==> config.mk <==
export PLATFORM = sky130hd
export DESIGN_NAME = intel_hex_record_writer_core_flat
export DESIGN_NICKNAME = d
export VERILOG_FILES = /design/src/hw/rtl/ihex_pkg.sv /design/src/hw/rtl/ihex_in_if.sv /design/src/hw/rtl/ihex_out_if.sv /design/src/hw/rtl/ihex_buf.sv /design/src/hw/rtl/ihex_seq.sv /design/src/hw/rtl/intel_hex_record_writer_core.sv /design/src/flat_wrapper.sv
export VERILOG_INCLUDE_DIRS = /design/src /design/src/hw/rtl
export SDC_FILE = /design/constraint.sdc
export NUM_CORES = 1
export LEC_CHECK = 0
export BUFFER_PORTS_ARGS = -buffer_cell sky130_fd_sc_hd__buf_2
export CAP_MARGIN = 20
export CORE_AREA = 3 3 154 156
export CTS_CLUSTER_DIAMETER = 50
export CTS_CLUSTER_SIZE = 25
export DETAILED_ROUTE_END_ITERATION = 8
export DIE_AREA = 0 0 157 159
export GPL_TIMING_DRIVEN = 0
export PLACE_DENSITY = 0.84
export SETUP_SLACK_MARGIN = 0.05
export SYNTH_ARGS = -nofsm -noshare
export SYNTH_HDL_FRONTEND = slang
export SYNTH_SLANG_ARGS = --single-unit
==> constraint.sdc <==
create_clock -name i_clk -period 3.7 [get_ports i_clk]
set_clock_uncertainty 0.15 [all_clocks]
set_input_delay 0.74 -clock i_clk [delete_from_list [all_inputs] [get_ports i_clk]]
set_output_delay 0.74 -clock i_clk [all_outputs]
set_load 0.005 [all_outputs]
==> src/hw/rtl/intel_hex_record_writer_core_macros.svh <==
// assertion macros shared by the intel hex record writer rtl
`ifndef INTEL_HEX_RECORD_WRITER_CORE_MACROS_SVH
`define INTEL_HEX_RECORD_WRITER_CORE_MACROS_SVH

// same-cycle implication, checked outside reset
`define IHEX_ASSERT_IMPL(label, ante, cons, msg) \
    label: assert property (@(posedge i_clk) disable iff (!i_rst_n) (ante) |-> (cons)) \
        else $error(msg);

// next-cycle implication, checked outside reset
`define IHEX_ASSERT_NEXT(label, ante, cons, msg) \
    label: assert property (@(posedge i_clk) disable iff (!i_rst_n) (ante) |=> (cons)) \
        else $error(msg);

`endif

==> src/hw/rtl/ihex_pkg.sv <==
// types, character codes and helper functions of the intel hex record writer
`timescale 1ns / 1ps
`default_nettype none

package ihex_pkg;

    typedef enum logic [5:0] {
        S_IDLE = 6'b000001,
        S_HDR  = 6'b000010,
        S_DATA = 6'b000100,
        S_SUM  = 6'b001000,
        S_NL   = 6'b010000,
        S_EOF  = 6'b100000
    } t_state;

    localparam logic OP_DATA = 1'b0;
    localparam logic OP_END  = 1'b1;

    localparam logic [7:0] CH_COLON = 8'h3A;
    localparam logic [7:0] CH_ZERO  = 8'h30;
    localparam logic [7:0] CH_ONE   = 8'h31;
    localparam logic [7:0] CH_F     = 8'h46;
    localparam logic [7:0] CH_NL    = 8'h0A;

    localparam logic [3:0] HDR_LAST = 4'd8;
    localparam logic [3:0] EOF_LAST = 4'd11;

    function automatic logic [7:0] hex_char(input logic [3:0] nib);
        logic [7:0] c;
        if (nib < 4'd10) begin
            c = CH_ZERO + {4'd0, nib};
        end else begin
            c = 8'h37 + {4'd0, nib};
        end
        return c;
    endfunction

    // end-of-file record ":00000001FF" followed by newline
    function automatic logic [7:0] eof_char(input logic [3:0] idx);
        logic [7:0] c;
        case (idx)
            4'd0:    c = CH_COLON;
            4'd8:    c = CH_ONE;
            4'd9:    c = CH_F;
            4'd10:   c = CH_F;
            4'd11:   c = CH_NL;
            default: c = CH_ZERO;
        endcase
        return c;
    endfunction

endpackage

`default_nettype wire

==> src/hw/rtl/ihex_in_if.sv <==
// input channel: operation, address and data byte with valid/ready
`timescale 1ns / 1ps
`default_nettype none

interface ihex_in_if #(
    parameter int ADDR_BITS = 24
) ();
    logic                 valid;
    logic                 ready;
    logic                 operation;
    logic [ADDR_BITS-1:0] address;
    logic [7:0]           data_byte;

    modport source (output valid, output operation, output address, output data_byte,
                    input ready);
    modport sink   (input valid, input operation, input address, input data_byte,
                    output ready);
endinterface

`default_nettype wire

==> src/hw/rtl/ihex_out_if.sv <==
// output channel: one ascii character per transfer with valid/ready
`timescale 1ns / 1ps
`default_nettype none

interface ihex_out_if ();
    logic       valid;
    logic       ready;
    logic [7:0] out_char;
    logic       last_char;

    modport source (output valid, output out_char, output last_char, input ready);
    modport sink   (input valid, input out_char, input last_char, output ready);
endinterface

`default_nettype wire

==> src/hw/rtl/ihex_buf.sv <==
// record data buffer: one write port, one registered read port
`timescale 1ns / 1ps
`default_nettype none

module ihex_buf #(
    parameter int DEPTH = 16,
    parameter int IDX_W = 4
) (
    input  wire logic             i_clk,
    input  wire logic             i_we,
    input  wire logic [IDX_W-1:0] i_waddr,
    input  wire logic [7:0]       i_wdata,
    input  wire logic [IDX_W-1:0] i_raddr,
    output logic [7:0]            o_rdata
);

    logic [7:0] r_mem [DEPTH];
    logic [7:0] r_rdata;

    always_ff @(posedge i_clk) begin
        if (i_we) begin
            r_mem[i_waddr] <= i_wdata;
        end
    end

    always_ff @(posedge i_clk) begin
        r_rdata <= r_mem[i_raddr];
    end

    assign o_rdata = r_rdata;

endmodule

`default_nettype wire

==> src/hw/rtl/ihex_seq.sv <==
// record sequencer: gathers bytes, emits hex text through a shared checksum adder
`timescale 1ns / 1ps
`default_nettype none
`include "intel_hex_record_writer_core_macros.svh"

module ihex_seq #(
    parameter int RECORD_BYTES = 16,
    parameter int ADDR_BITS    = 24,
    parameter int IDX_W        = 4,
    parameter int CNT_W        = 5
) (
    input  wire logic             i_clk,
    input  wire logic             i_rst_n,
    ihex_in_if.sink               i_in,
    ihex_out_if.source            o_out,
    output logic                  o_buf_we,
    output logic [IDX_W-1:0]      o_buf_waddr,
    output logic [7:0]            o_buf_wdata,
    output logic [IDX_W-1:0]      o_buf_raddr,
    input  wire logic [7:0]       i_buf_rdata
);
    import ihex_pkg::*;

    t_state               r_state, n_state;
    logic [CNT_W-1:0]     r_fill, n_fill;
    logic [ADDR_BITS-1:0] r_start, n_start;
    logic                 r_ov, n_ov;
    logic [7:0]           r_char, n_char;
    logic                 r_last, n_last;
    logic                 r_op, n_op;
    logic [ADDR_BITS-1:0] r_addr, n_addr;
    logic [7:0]           r_byte, n_byte;
    logic [3:0]           r_cidx, n_cidx;
    logic [CNT_W-1:0]     r_idx, n_idx;
    logic                 r_nib, n_nib;
    logic [7:0]           r_sum, n_sum;

    logic                 adv;
    logic                 acc;
    logic                 need_flush;
    logic [ADDR_BITS-1:0] expect_addr;
    logic [7:0]           cnt8;
    logic [15:0]          a16;
    logic [7:0]           csum;
    logic                 emit;
    logic [7:0]           ch;
    logic                 lst;
    logic [7:0]           sum_op;
    logic                 sum_en;

    assign i_in.ready  = (r_state == S_IDLE);
    assign acc         = i_in.valid && i_in.ready;
    assign adv         = !r_ov || o_out.ready;
    assign expect_addr = r_start + ADDR_BITS'(r_fill);
    assign need_flush  = (r_fill != '0) &&
                         ((r_fill >= CNT_W'(RECORD_BYTES)) || (i_in.address != expect_addr));
    assign cnt8        = 8'(r_fill);
    assign a16         = r_start[15:0];
    assign csum        = 8'd0 - r_sum;

    always_comb begin
        n_state     = r_state;
        n_fill      = r_fill;
        n_start     = r_start;
        n_op        = r_op;
        n_addr      = r_addr;
        n_byte      = r_byte;
        n_cidx      = r_cidx;
        n_idx       = r_idx;
        n_nib       = r_nib;
        n_sum       = r_sum;
        o_buf_we    = 1'b0;
        o_buf_waddr = r_fill[IDX_W-1:0];
        o_buf_wdata = i_in.data_byte;
        emit        = 1'b0;
        ch          = CH_ZERO;
        lst         = 1'b0;
        sum_op      = '0;
        sum_en      = 1'b0;
        case (r_state)
            S_IDLE: begin
                if (acc) begin
                    n_op   = i_in.operation;
                    n_addr = i_in.address;
                    n_byte = i_in.data_byte;
                    n_cidx = '0;
                    n_idx  = '0;
                    n_nib  = 1'b0;
                    n_sum  = '0;
                    if (i_in.operation == OP_DATA) begin
                        if (need_flush) begin
                            n_state = S_HDR;
                        end else begin
                            o_buf_we = 1'b1;
                            if (r_fill == '0) begin
                                n_start = i_in.address;
                            end
                            n_fill = r_fill + CNT_W'(1);
                        end
                    end else if (r_fill != '0) begin
                        n_state = S_HDR;
                    end else begin
                        n_state = S_EOF;
                    end
                end
            end
            S_HDR: begin
                if (adv) begin
                    emit = 1'b1;
                    case (r_cidx)
                        4'd0: ch = CH_COLON;
                        4'd1: ch = hex_char(cnt8[7:4]);
                        4'd2: begin
                            ch     = hex_char(cnt8[3:0]);
                            sum_en = 1'b1;
                            sum_op = cnt8;
                        end
                        4'd3: ch = hex_char(a16[15:12]);
                        4'd4: begin
                            ch     = hex_char(a16[11:8]);
                            sum_en = 1'b1;
                            sum_op = a16[15:8];
                        end
                        4'd5: ch = hex_char(a16[7:4]);
                        4'd6: begin
                            ch     = hex_char(a16[3:0]);
                            sum_en = 1'b1;
                            sum_op = a16[7:0];
                        end
                        default: ch = CH_ZERO;
                    endcase
                    if (r_cidx == HDR_LAST) begin
                        n_state = S_DATA;
                        n_nib   = 1'b0;
                    end else begin
                        n_cidx = r_cidx + 4'd1;
                    end
                end
            end
            S_DATA: begin
                if (adv) begin
                    emit = 1'b1;
                    if (!r_nib) begin
                        ch    = hex_char(i_buf_rdata[7:4]);
                        n_nib = 1'b1;
                    end else begin
                        ch     = hex_char(i_buf_rdata[3:0]);
                        n_nib  = 1'b0;
                        sum_en = 1'b1;
                        sum_op = i_buf_rdata;
                        if (r_idx + CNT_W'(1) == r_fill) begin
                            n_state = S_SUM;
                        end else begin
                            n_idx = r_idx + CNT_W'(1);
                        end
                    end
                end
            end
            S_SUM: begin
                if (adv) begin
                    emit = 1'b1;
                    if (!r_nib) begin
                        ch    = hex_char(csum[7:4]);
                        n_nib = 1'b1;
                    end else begin
                        ch      = hex_char(csum[3:0]);
                        n_nib   = 1'b0;
                        n_state = S_NL;
                    end
                end
            end
            S_NL: begin
                if (adv) begin
                    emit = 1'b1;
                    ch   = CH_NL;
                    if (r_op == OP_DATA) begin
                        lst         = 1'b1;
                        o_buf_we    = 1'b1;
                        o_buf_waddr = '0;
                        o_buf_wdata = r_byte;
                        n_start     = r_addr;
                        n_fill      = CNT_W'(1);
                        n_state     = S_IDLE;
                    end else begin
                        n_fill  = '0;
                        n_cidx  = '0;
                        n_state = S_EOF;
                    end
                end
            end
            S_EOF: begin
                if (adv) begin
                    emit = 1'b1;
                    ch   = eof_char(r_cidx);
                    if (r_cidx == EOF_LAST) begin
                        lst     = 1'b1;
                        n_fill  = '0;
                        n_start = '0;
                        n_state = S_IDLE;
                    end else begin
                        n_cidx = r_cidx + 4'd1;
                    end
                end
            end
            default: begin
                n_state = S_IDLE;
            end
        endcase
        // single checksum adder shared by header and data bytes
        if (sum_en) begin
            n_sum = r_sum + sum_op;
        end
    end

    always_comb begin
        n_ov   = r_ov;
        n_char = r_char;
        n_last = r_last;
        if (emit) begin
            n_ov   = 1'b1;
            n_char = ch;
            n_last = lst;
        end else if (o_out.ready) begin
            n_ov = 1'b0;
        end
    end

    // read address is taken from the next index so the registered data matches r_idx
    assign o_buf_raddr = n_idx[IDX_W-1:0];

    always_ff @(posedge i_clk) begin
        if (!i_rst_n) begin
            r_state <= S_IDLE;
            r_fill  <= '0;
            r_start <= '0;
            r_ov    <= 1'b0;
        end else begin
            r_state <= n_state;
            r_fill  <= n_fill;
            r_start <= n_start;
            r_ov    <= n_ov;
        end
    end

    always_ff @(posedge i_clk) begin
        r_char <= n_char;
        r_last <= n_last;
        r_op   <= n_op;
        r_addr <= n_addr;
        r_byte <= n_byte;
        r_cidx <= n_cidx;
        r_idx  <= n_idx;
        r_nib  <= n_nib;
        r_sum  <= n_sum;
    end

    assign o_out.valid     = r_ov;
    assign o_out.out_char  = r_char;
    assign o_out.last_char = r_last;

    `IHEX_ASSERT_IMPL(a_fill_bound, 1'b1, r_fill <= CNT_W'(RECORD_BYTES), "fill count over record size")
    `IHEX_ASSERT_IMPL(a_data_idx, r_state == S_DATA, r_idx < r_fill, "data index past fill count")
    `IHEX_ASSERT_NEXT(a_join, acc && (i_in.operation == OP_DATA) && !need_flush, r_fill == CNT_W'($past(r_fill) + CNT_W'(1)), "joining byte did not extend record")
    `IHEX_ASSERT_NEXT(a_eof_clear, (r_state == S_EOF) && (r_cidx == EOF_LAST) && adv, (r_fill == '0) && (r_start == '0) && r_ov && r_last, "end record left state pending")

endmodule

`default_nettype wire

==> src/hw/rtl/intel_hex_record_writer_core.sv <==
// top level of the intel hex record writer
//
//  channel  | dir | payload                               | handshake
//  ---------+-----+---------------------------------------+-------------
//  i_in     | in  | operation, address, data_byte         | valid/ready
//  o_out    | out | out_char, last_char                   | valid/ready
//
// a data byte that joins the pending record is written to the buffer and gives no transfer
// closing a record of n bytes emits 2*n + 12 characters while i_in.ready is low, one
// character per cycle unless o_out stalls, paced by the single character register; an end
// item adds its 12-character record; a stalled o_out holds the sequencer
// synchronous reset empties the pending record; buffer contents are not cleared
`timescale 1ns / 1ps
`default_nettype none

module intel_hex_record_writer_core #(
    parameter int RECORD_BYTES = 16,
    parameter int ADDR_BITS    = 24
) (
    input  wire logic  i_clk,
    input  wire logic  i_rst_n,
    ihex_in_if.sink    i_in,
    ihex_out_if.source o_out
);

    localparam int IDX_W = (RECORD_BYTES > 1) ? $clog2(RECORD_BYTES) : 1;
    localparam int CNT_W = $clog2(RECORD_BYTES + 1);

    logic             buf_we;
    logic [IDX_W-1:0] buf_waddr;
    logic [7:0]       buf_wdata;
    logic [IDX_W-1:0] buf_raddr;
    logic [7:0]       buf_rdata;

    ihex_seq #(
        .RECORD_BYTES (RECORD_BYTES),
        .ADDR_BITS    (ADDR_BITS),
        .IDX_W        (IDX_W),
        .CNT_W        (CNT_W)
    ) u_seq (
        .i_clk       (i_clk),
        .i_rst_n     (i_rst_n),
        .i_in        (i_in),
        .o_out       (o_out),
        .o_buf_we    (buf_we),
        .o_buf_waddr (buf_waddr),
        .o_buf_wdata (buf_wdata),
        .o_buf_raddr (buf_raddr),
        .i_buf_rdata (buf_rdata)
    );

    ihex_buf #(
        .DEPTH (RECORD_BYTES),
        .IDX_W (IDX_W)
    ) u_buf (
        .i_clk   (i_clk),
        .i_we    (buf_we),
        .i_waddr (buf_waddr),
        .i_wdata (buf_wdata),
        .i_raddr (buf_raddr),
        .o_rdata (buf_rdata)
    );

endmodule

`default_nettype wire
==> src/flat_wrapper.sv <==
// flat-port wrapper written by rule: the top's interface ports become plain ports
module intel_hex_record_writer_core_flat 
#(
    parameter int RECORD_BYTES = 16,
    parameter int ADDR_BITS    = 24
)
  (i_clk, i_rst_n, i_in_valid, i_in_operation, i_in_address, i_in_data_byte, i_in_ready, o_out_valid, o_out_out_char, o_out_last_char, o_out_ready);
  ihex_in_if #(.ADDR_BITS(ADDR_BITS)) i_in_i ();
  ihex_out_if o_out_i ();
  input  wire logic i_clk;
  input  wire logic i_rst_n;
  input wire logic [$bits(i_in_i.valid)-1:0] i_in_valid;
  input wire logic [$bits(i_in_i.operation)-1:0] i_in_operation;
  input wire logic [$bits(i_in_i.address)-1:0] i_in_address;
  input wire logic [$bits(i_in_i.data_byte)-1:0] i_in_data_byte;
  output wire logic [$bits(i_in_i.ready)-1:0] i_in_ready;
  output wire logic [$bits(o_out_i.valid)-1:0] o_out_valid;
  output wire logic [$bits(o_out_i.out_char)-1:0] o_out_out_char;
  output wire logic [$bits(o_out_i.last_char)-1:0] o_out_last_char;
  input wire logic [$bits(o_out_i.ready)-1:0] o_out_ready;
  assign i_in_i.valid = i_in_valid;
  assign i_in_i.operation = i_in_operation;
  assign i_in_i.address = i_in_address;
  assign i_in_i.data_byte = i_in_data_byte;
  assign i_in_ready = i_in_i.ready;
  assign o_out_valid = o_out_i.valid;
  assign o_out_out_char = o_out_i.out_char;
  assign o_out_last_char = o_out_i.last_char;
  assign o_out_i.ready = o_out_ready;
  intel_hex_record_writer_core #(.RECORD_BYTES(RECORD_BYTES), .ADDR_BITS(ADDR_BITS)) u_core (.i_clk(i_clk), .i_rst_n(i_rst_n), .i_in(i_in_i), .o_out(o_out_i));
endmodule
# Word-level counts from Yosys, hierarchy flattened
# Memories as Yosys holds them, arrays and structs flattened. A register that Yosys moved wholly into a read port is not among the register bits.
# Index checks and enable logic that the tools add are counted.
[totals]
reg_bits = 96
ram_bits = 128
inputBits = 37
out_inout_bits = 11
word_cells = 224
n_memories = 1
[mem_list]
columns = ["name", "words", "word_bits", "read_ports", "rd_clocked_by_memory_dff", "write_ports", "line", "source"]
rows = [
  ["u_core.u_buf.r_mem", 16, 8, 1, 1, 1, "ihex_buf.sv:17", "logic [7:0] r_mem [DEPTH];"],
]
[op_classes]
n_addsub = 26
order_cmp = 11
eq_ne = 39
n_mux = 106
reduce_logical = 27
[ops]
columns = ["cell", "n"]
rows = [
  ["2-to-1 mux 24 bit", 8],
  ["adder 6 x 4 -> 7 bit (first input constant)", 18],
  ["2-to-1 mux 8 bit", 13],
  ["2-to-1 mux 6 bit", 16],
  ["2-to-1 mux 7 bit", 12],
  ["one-hot mux 24 bit (3 select lines)", 1],
  ["2-to-1 mux 5 bit", 10],
  ["one-hot mux 7 bit (7 select lines)", 1],
  ["2-to-1 mux 4 bit", 10],
  ["one-hot mux 8 bit (5 select lines)", 1],
  ["less-than comparator 4 bit (second input constant)", 9],
  ["one-hot mux 6 bit (6 select lines)", 1],
  ["inequality test 2 bit (second input constant)", 17],
  ["one-hot mux 7 bit (4 select lines)", 1],
  ["adder 24 x 5 -> 24 bit", 1],
  ["inequality test 24 bit", 1],
  ["one-hot mux 8 bit (3 select lines)", 1],
  ["2-to-1 mux 1 bit", 23],
  ["== test 4 bit (second input constant)", 4],
  ["one-hot mux 4 bit (4 select lines)", 1],
  ["one-hot mux 8 bit (2 select lines)", 1],
  ["one-hot mux 5 bit (3 select lines)", 1],
  ["adder 6 x 1 -> 7 bit (first input constant)", 2],
  ["== test 4 x 3 -> 1 bit (second input constant)", 3],
  ["other kinds (38)", 53],
]

# Logic depth before layout (Yosys ltp)
[depth]
ltp_word = 10
depth_mapped = 19
mapped_depth_nobuf = 18

# Modules after synthesis
# From an unflattened synthesis, not the netlist that was laid out.
[hier_totals]
hier_cells = 1062
hier_area_um2 = 12285.5
[modules_own_cells]
columns = ["mod", "n_inst", "cells_each", "area_each_um2"]
rows = [
  ["ihex_seq", 1, 833, 7138.1],
  ["ihex_buf", 1, 229, 5147.4],
]

# Least setup slack after synthesis
# OpenSTA, ideal clock, no wires.
[synth_path]
path_type = "register to register"
startpoint = "register u_core.u_seq.r_fill[0]"
endpoint = "memory u_core.u_buf.r_mem[0][0], enable pin"
arrival_ps = 3416
t_required_ps = 3163
path_slack_ps = -252
stages_incl_launch_ff = 12
synth_period_minus_slack_ps = 3952
cell_sequence = "dfxtp_1 ha_1 fa_1 a21oi_1 o22ai_2 a2111o_1 o311ai_0 nor2_1 or4b_4 o21bai_4 nand3_2 o31ai_1"
[synth_between]
elab_chain_cells = 10
[synth_rtl]
columns = ["element", "line", "source"]
rows = [
  ["start, declared", "ihex_seq.sv:25", "logic [CNT_W-1:0] r_fill, n_fill;"],
  ["start signal, assigned", "ihex_seq.sv:239", "r_fill <= n_fill;"],
  ["adder 24 x 5 -> 24 bit", "ihex_seq.sv:54", "assign expect_addr = r_start + ADDR_BITS'(r_fill);"],
  ["inequality test 24 bit", "ihex_seq.sv:56", "((r_fill >= CNT_W'(RECORD_BYTES)) || (i_in.address != expect_addr));"],
  ["logical OR 1 bit", "ihex_seq.sv:56", ""],
  ["logical AND 1 bit", "ihex_seq.sv:55", "assign need_flush = (r_fill != '0) &&"],
  ["2-to-1 mux 1 bit", "ihex_seq.sv:91", "if (need_flush) begin"],
  ["2-to-1 mux 1 bit", "ihex_seq.sv:90", "if (i_in.operation == OP_DATA) begin"],
  ["2-to-1 mux 1 bit", "ihex_seq.sv:82", "if (acc) begin"],
  ["one-hot mux 1 bit (2 select lines)", "ihex_seq.sv:80", "case (r_state)"],
  ["2-to-1 mux 1 bit", "ihex_buf.sv:21", "if (i_we) begin"],
  ["2-to-1 mux 1 bit (implied by the code)", "ihex_buf.sv:22", "r_mem[i_waddr] <= i_wdata;"],
  ["end, declared", "ihex_buf.sv:17", ""],
]
# Parallel ways exist; a longest one is shown, timed or not.

# Worst setup path in the final report
[layout_path]
startpoint = "register u_core.u_seq.r_fill[4]"
endpoint = "memory u_core.u_buf.r_mem[0][4], enable pin"
[layout_between]
elab_chain_cells = 10
[layout_rtl]
columns = ["element", "line"]
rows = [
  ["adder 24 x 5 -> 24 bit", "ihex_seq.sv:54"],
  ["inequality test 24 bit", "ihex_seq.sv:56"],
  ["logical OR 1 bit", "ihex_seq.sv:56"],
  ["logical AND 1 bit (*)", "ihex_seq.sv:55"],
  ["2-to-1 mux 1 bit (*)", "ihex_seq.sv:91"],
  ["2-to-1 mux 1 bit (*)", "ihex_seq.sv:90"],
  ["2-to-1 mux 1 bit (*)", "ihex_seq.sv:82"],
  ["one-hot mux 1 bit (2 select lines) (*)", "ihex_seq.sv:80"],
  ["2-to-1 mux 1 bit (*)", "ihex_buf.sv:21"],
  ["2-to-1 mux 1 bit (implied by the code) (*)", "ihex_buf.sv:22"],
]
# Mark *: on every way between the ends. The rest lies on a longest branch, timed or not.

==> results.sh <==
export IMPL_clock_path_buffers=3
export IMPL_synth_edf_count=183
export IMPL_tightest_slew_ns=0.986
export IMPL_relSlewSlack_pct=33.4
export IMPL_htreeDepth=1
export IMPL_async_flop_share_pct=0
export IMPL_synthDistinctLibCells=82
export IMPL_period_needed_ns=3.84
export IMPL_initial_core_util_pct=54.4
export IMPL_globalRouteOverflowTotal=0
export IMPL_cts_buffers=22
export IMPL_rsz0062_at_grt="yes"
export IMPL_slew_violations=0
export IMPL_cts_root_buf="clkbuf_16"
export IMPL_numPlacedInstances=1486
export IMPL_worstSetupEndpointType="flop"
export IMPL_routed_wl_um=34400
export IMPL_antenna_found_initial=0
export IMPL_max_freq_ghz=0.260
export IMPL_fp_dieH_um=159
export IMPL_rows=55
export IMPL_crit_arrival_ns=3.93
export IMPL_power_density_nw_per_um2=588
export IMPL_fill_cells=1649
export IMPL_grt_pass1_wl_um=52800
export IMPL_avgSynthCellArea_um2=10.6
export IMPL_fin_hold_ws_ns=0.258
export IMPL_crit_type="reg -> reg"
export IMPL_dieArea_um2=25000
export IMPL_syn_num_nets=1224
export IMPL_fin_crit_sh_pct=104
export IMPL_final_antenna_net_count=0
export IMPL_run_status="finished, violations left"
export IMPL_placement_io_buffers=45
export IMPL_via_per_inst=6.56
export IMPL_cts_tree="done"
export IMPL_drtIter0Drc=1449
export IMPL_diodes=0
export IMPL_netlist_area_um2=12200
export IMPL_drive_gt1_share_pct=18.7
export IMPL_io_pins=48
export IMPL_drc_errors=0
export IMPL_worstPathMaxFanout=8
export IMPL_final_seq_area_um2=6470
export IMPL_final_cells=1559
export IMPL_synth_ff_type="edfxtp_1"
export IMPL_nets=1327
export IMPL_final_common_cell="edfxtp_1"
export IMPL_via_count=10228
export IMPL_dr_pass1_iters=6
export IMPL_insertion_delay_ns=0.52
export IMPL_hold_violations=0
export IMPL_die_w_um=157
export IMPL_hpwl_um=22400
export IMPL_crit_required_ns=3.79
export IMPL_holdCritPathClass="in -> reg"
export IMPL_place_congestion=0.963
export IMPL_setup_slack_ns=-0.145
export IMPL_startpoint_type="flop"
export IMPL_leakagePower_nw=5.23
export IMPL_cap_violations=0
export IMPL_peakVddDrop_mv=0.404
export IMPL_clkSinkCount=231
export IMPL_grt_pass1_vias=9802
export IMPL_grt_max_degree=24
export IMPL_cts_hold_repair_buffers=0
export IMPL_multi_input_area_um2=5670
export IMPL_netlist_instances=1155
export IMPL_ys_ff_latch=231
export IMPL_yosysWarnings=0
export IMPL_violations="setup timing"
export IMPL_place_ws_ns=-0.837
export IMPL_ys_seq_area_share_pct=52.7
export IMPL_syn_to_final_growth_pct=17.7
export IMPL_grt_use_total_pct=26.5
export IMPL_setup_violations=62
export IMPL_final_cell_mix="edfxtp_1, nand2_1, a21oi_1"
export IMPL_wl_per_cell_um=22.0
export IMPL_clkTransAtPathRegs_ns=0.07
export IMPL_core_area_um2=22500
worst max-delay path: stages (launching register included):
cell and delay (ns):
dfxtp_2 0.40, ha_2 0.47, nand3_1 0.22, o22a_2 0.31
xnor2_1 0.21, nand4_1 0.18, nor3_2 0.15, or4b_4 0.51
o21bai_4 0.18, buf_6 0.15, nand3_4 0.12, o31ai_4 0.32
buf_12 0.17
worst paths after layout:
| kind | startpoint | end | slack [ns] | cells past startpoint |
|---|---|---|---|---|
| max | u_core.u_seq.r_fill[4]$_SDFFE_PN0P_ | u_core.u_buf.r_mem[0][4]$_DFFE_PP_ | -0.14 | 12 |
| min | i_in_data_byte[5] | u_core.u_seq.r_byte[5]$_DFFE_PP_ | 0.26 | 1 |
| max reg2reg | u_core.u_seq.r_fill[4]$_SDFFE_PN0P_ | u_core.u_buf.r_mem[0][4]$_DFFE_PP_ | -0.14 | 12 |
| min reg2reg | u_core.u_seq.r_start[22]$_SDFFE_PN0P_ | u_core.u_seq.r_start[22]$_SDFFE_PN0P_ | 0.40 | 1 |
cells by family (layout without fill, tap and decap cells):
kind of cell | Yosys count | after routing | synth area share [%]
fa+ha+maj | 32 | 32 | 3.39
simple gates | 369 | 369 | 14.4
flops | 231 | 231 | 52.7
mux | 17 | 17 | 1.52
xor+xnor | 62 | 62 | 4.56
buf+inv | 112 | 231 | 3.87
compound gates | 331 | 331 | 19.5
other cells | 1 | 1 | 0.0306
power breakdown:
group          internal (mW)  switching (mW)  total, mW
registers               3.18           0.290       3.47
clock network           1.32            1.03       2.36
logic                   1.03            1.61       2.64
total                   5.53            2.94       8.47
per-layer routing:
layer,GRT usage (%),part of all wire (%),vias up,wire (um)
li1,-,-,4547,-
met1,35.5,38,4853,13100
met2,41.9,47,683,16000
met3,4.92,10,145,3480
met4,11.8,5.2,0,1800
met5,0,0,-,0
cells in the mapped netlist, types with 8 or more instances:
cell      count  area share [%]
edfxtp_1    183              45
nand2_1     152             4.7
a21oi_1      91             3.7
nor2_1       83             2.5
dfxtp_1      48             7.8
inv_1        46             1.4
a22oi_1      44             2.7
xnor2_1      43             3.1
clkbuf_1     41             1.3
o21ai_0      33             1.3
ha_1         30             3.1
o211a_1      26             2.1
nand3_1      22            0.90
nor3_1       20            0.82
xor2_1       18             1.3
nand4_1      16            0.82
a32o_1       15             1.2
nor2b_1      15            0.77
o22ai_1      14            0.72
buf_2        13            0.53
a31oi_1      11            0.56
mux2_2       10            0.92
nand2b_1      9            0.46
a221o_1       8            0.65
buf_4         8            0.49
state kept, by name, summed over array words and instances, names as in the netlist, 4 cells and up:
signal and flops:
u_core.u_buf.r_mem 128, u_core.u_seq.r_addr 24, u_core.u_seq.r_start 24, u_core.u_buf.o_rdata 8, u_core.u_seq.r_byte 8, u_core.u_seq.r_sum 8
u_core.u_seq.o_out.out_char 7, u_core.u_seq.r_state 6, u_core.u_seq.r_fill 5, u_core.u_seq.r_idx 5, u_core.u_seq.r_cidx 4
final cells by class:
class	instances	share of cell area, %
flip-flops and latches	231	44.9
multi-input cells	812	39.3
plain buffers	61	2.12
repair buffers	81	4.63
inverters	49	1.28
clock inverters	14	1.09
well taps	285	2.48
clock buffers	26	4.14
stage by stage:
stage	instance area (um^2)	setup TNS, ns	power [mW]	util (%)
after global placement	12900	-73.50	5.65	57.1
after global routing	14400	-12.14	8.83	64.0
after CTS	14200	0	8.26	63.2
after floorplan	12300	-0.675	5.07	-
final	14400	-4.85	8.47	64.0
after detailed placement	12900	-88.96	5.75	57.2
repair_timing:
action | in CTS | in global routing
endpoints found under the hold margin | 0 | 0
setup buffers | 26 | 9
gates cloned | 0 | 0
gates resized for setup | 67 | 42
pin swaps | 24 | 15
endpoints found under the setup margin | 133 | 140
Power figures use the tool's default switching activity.
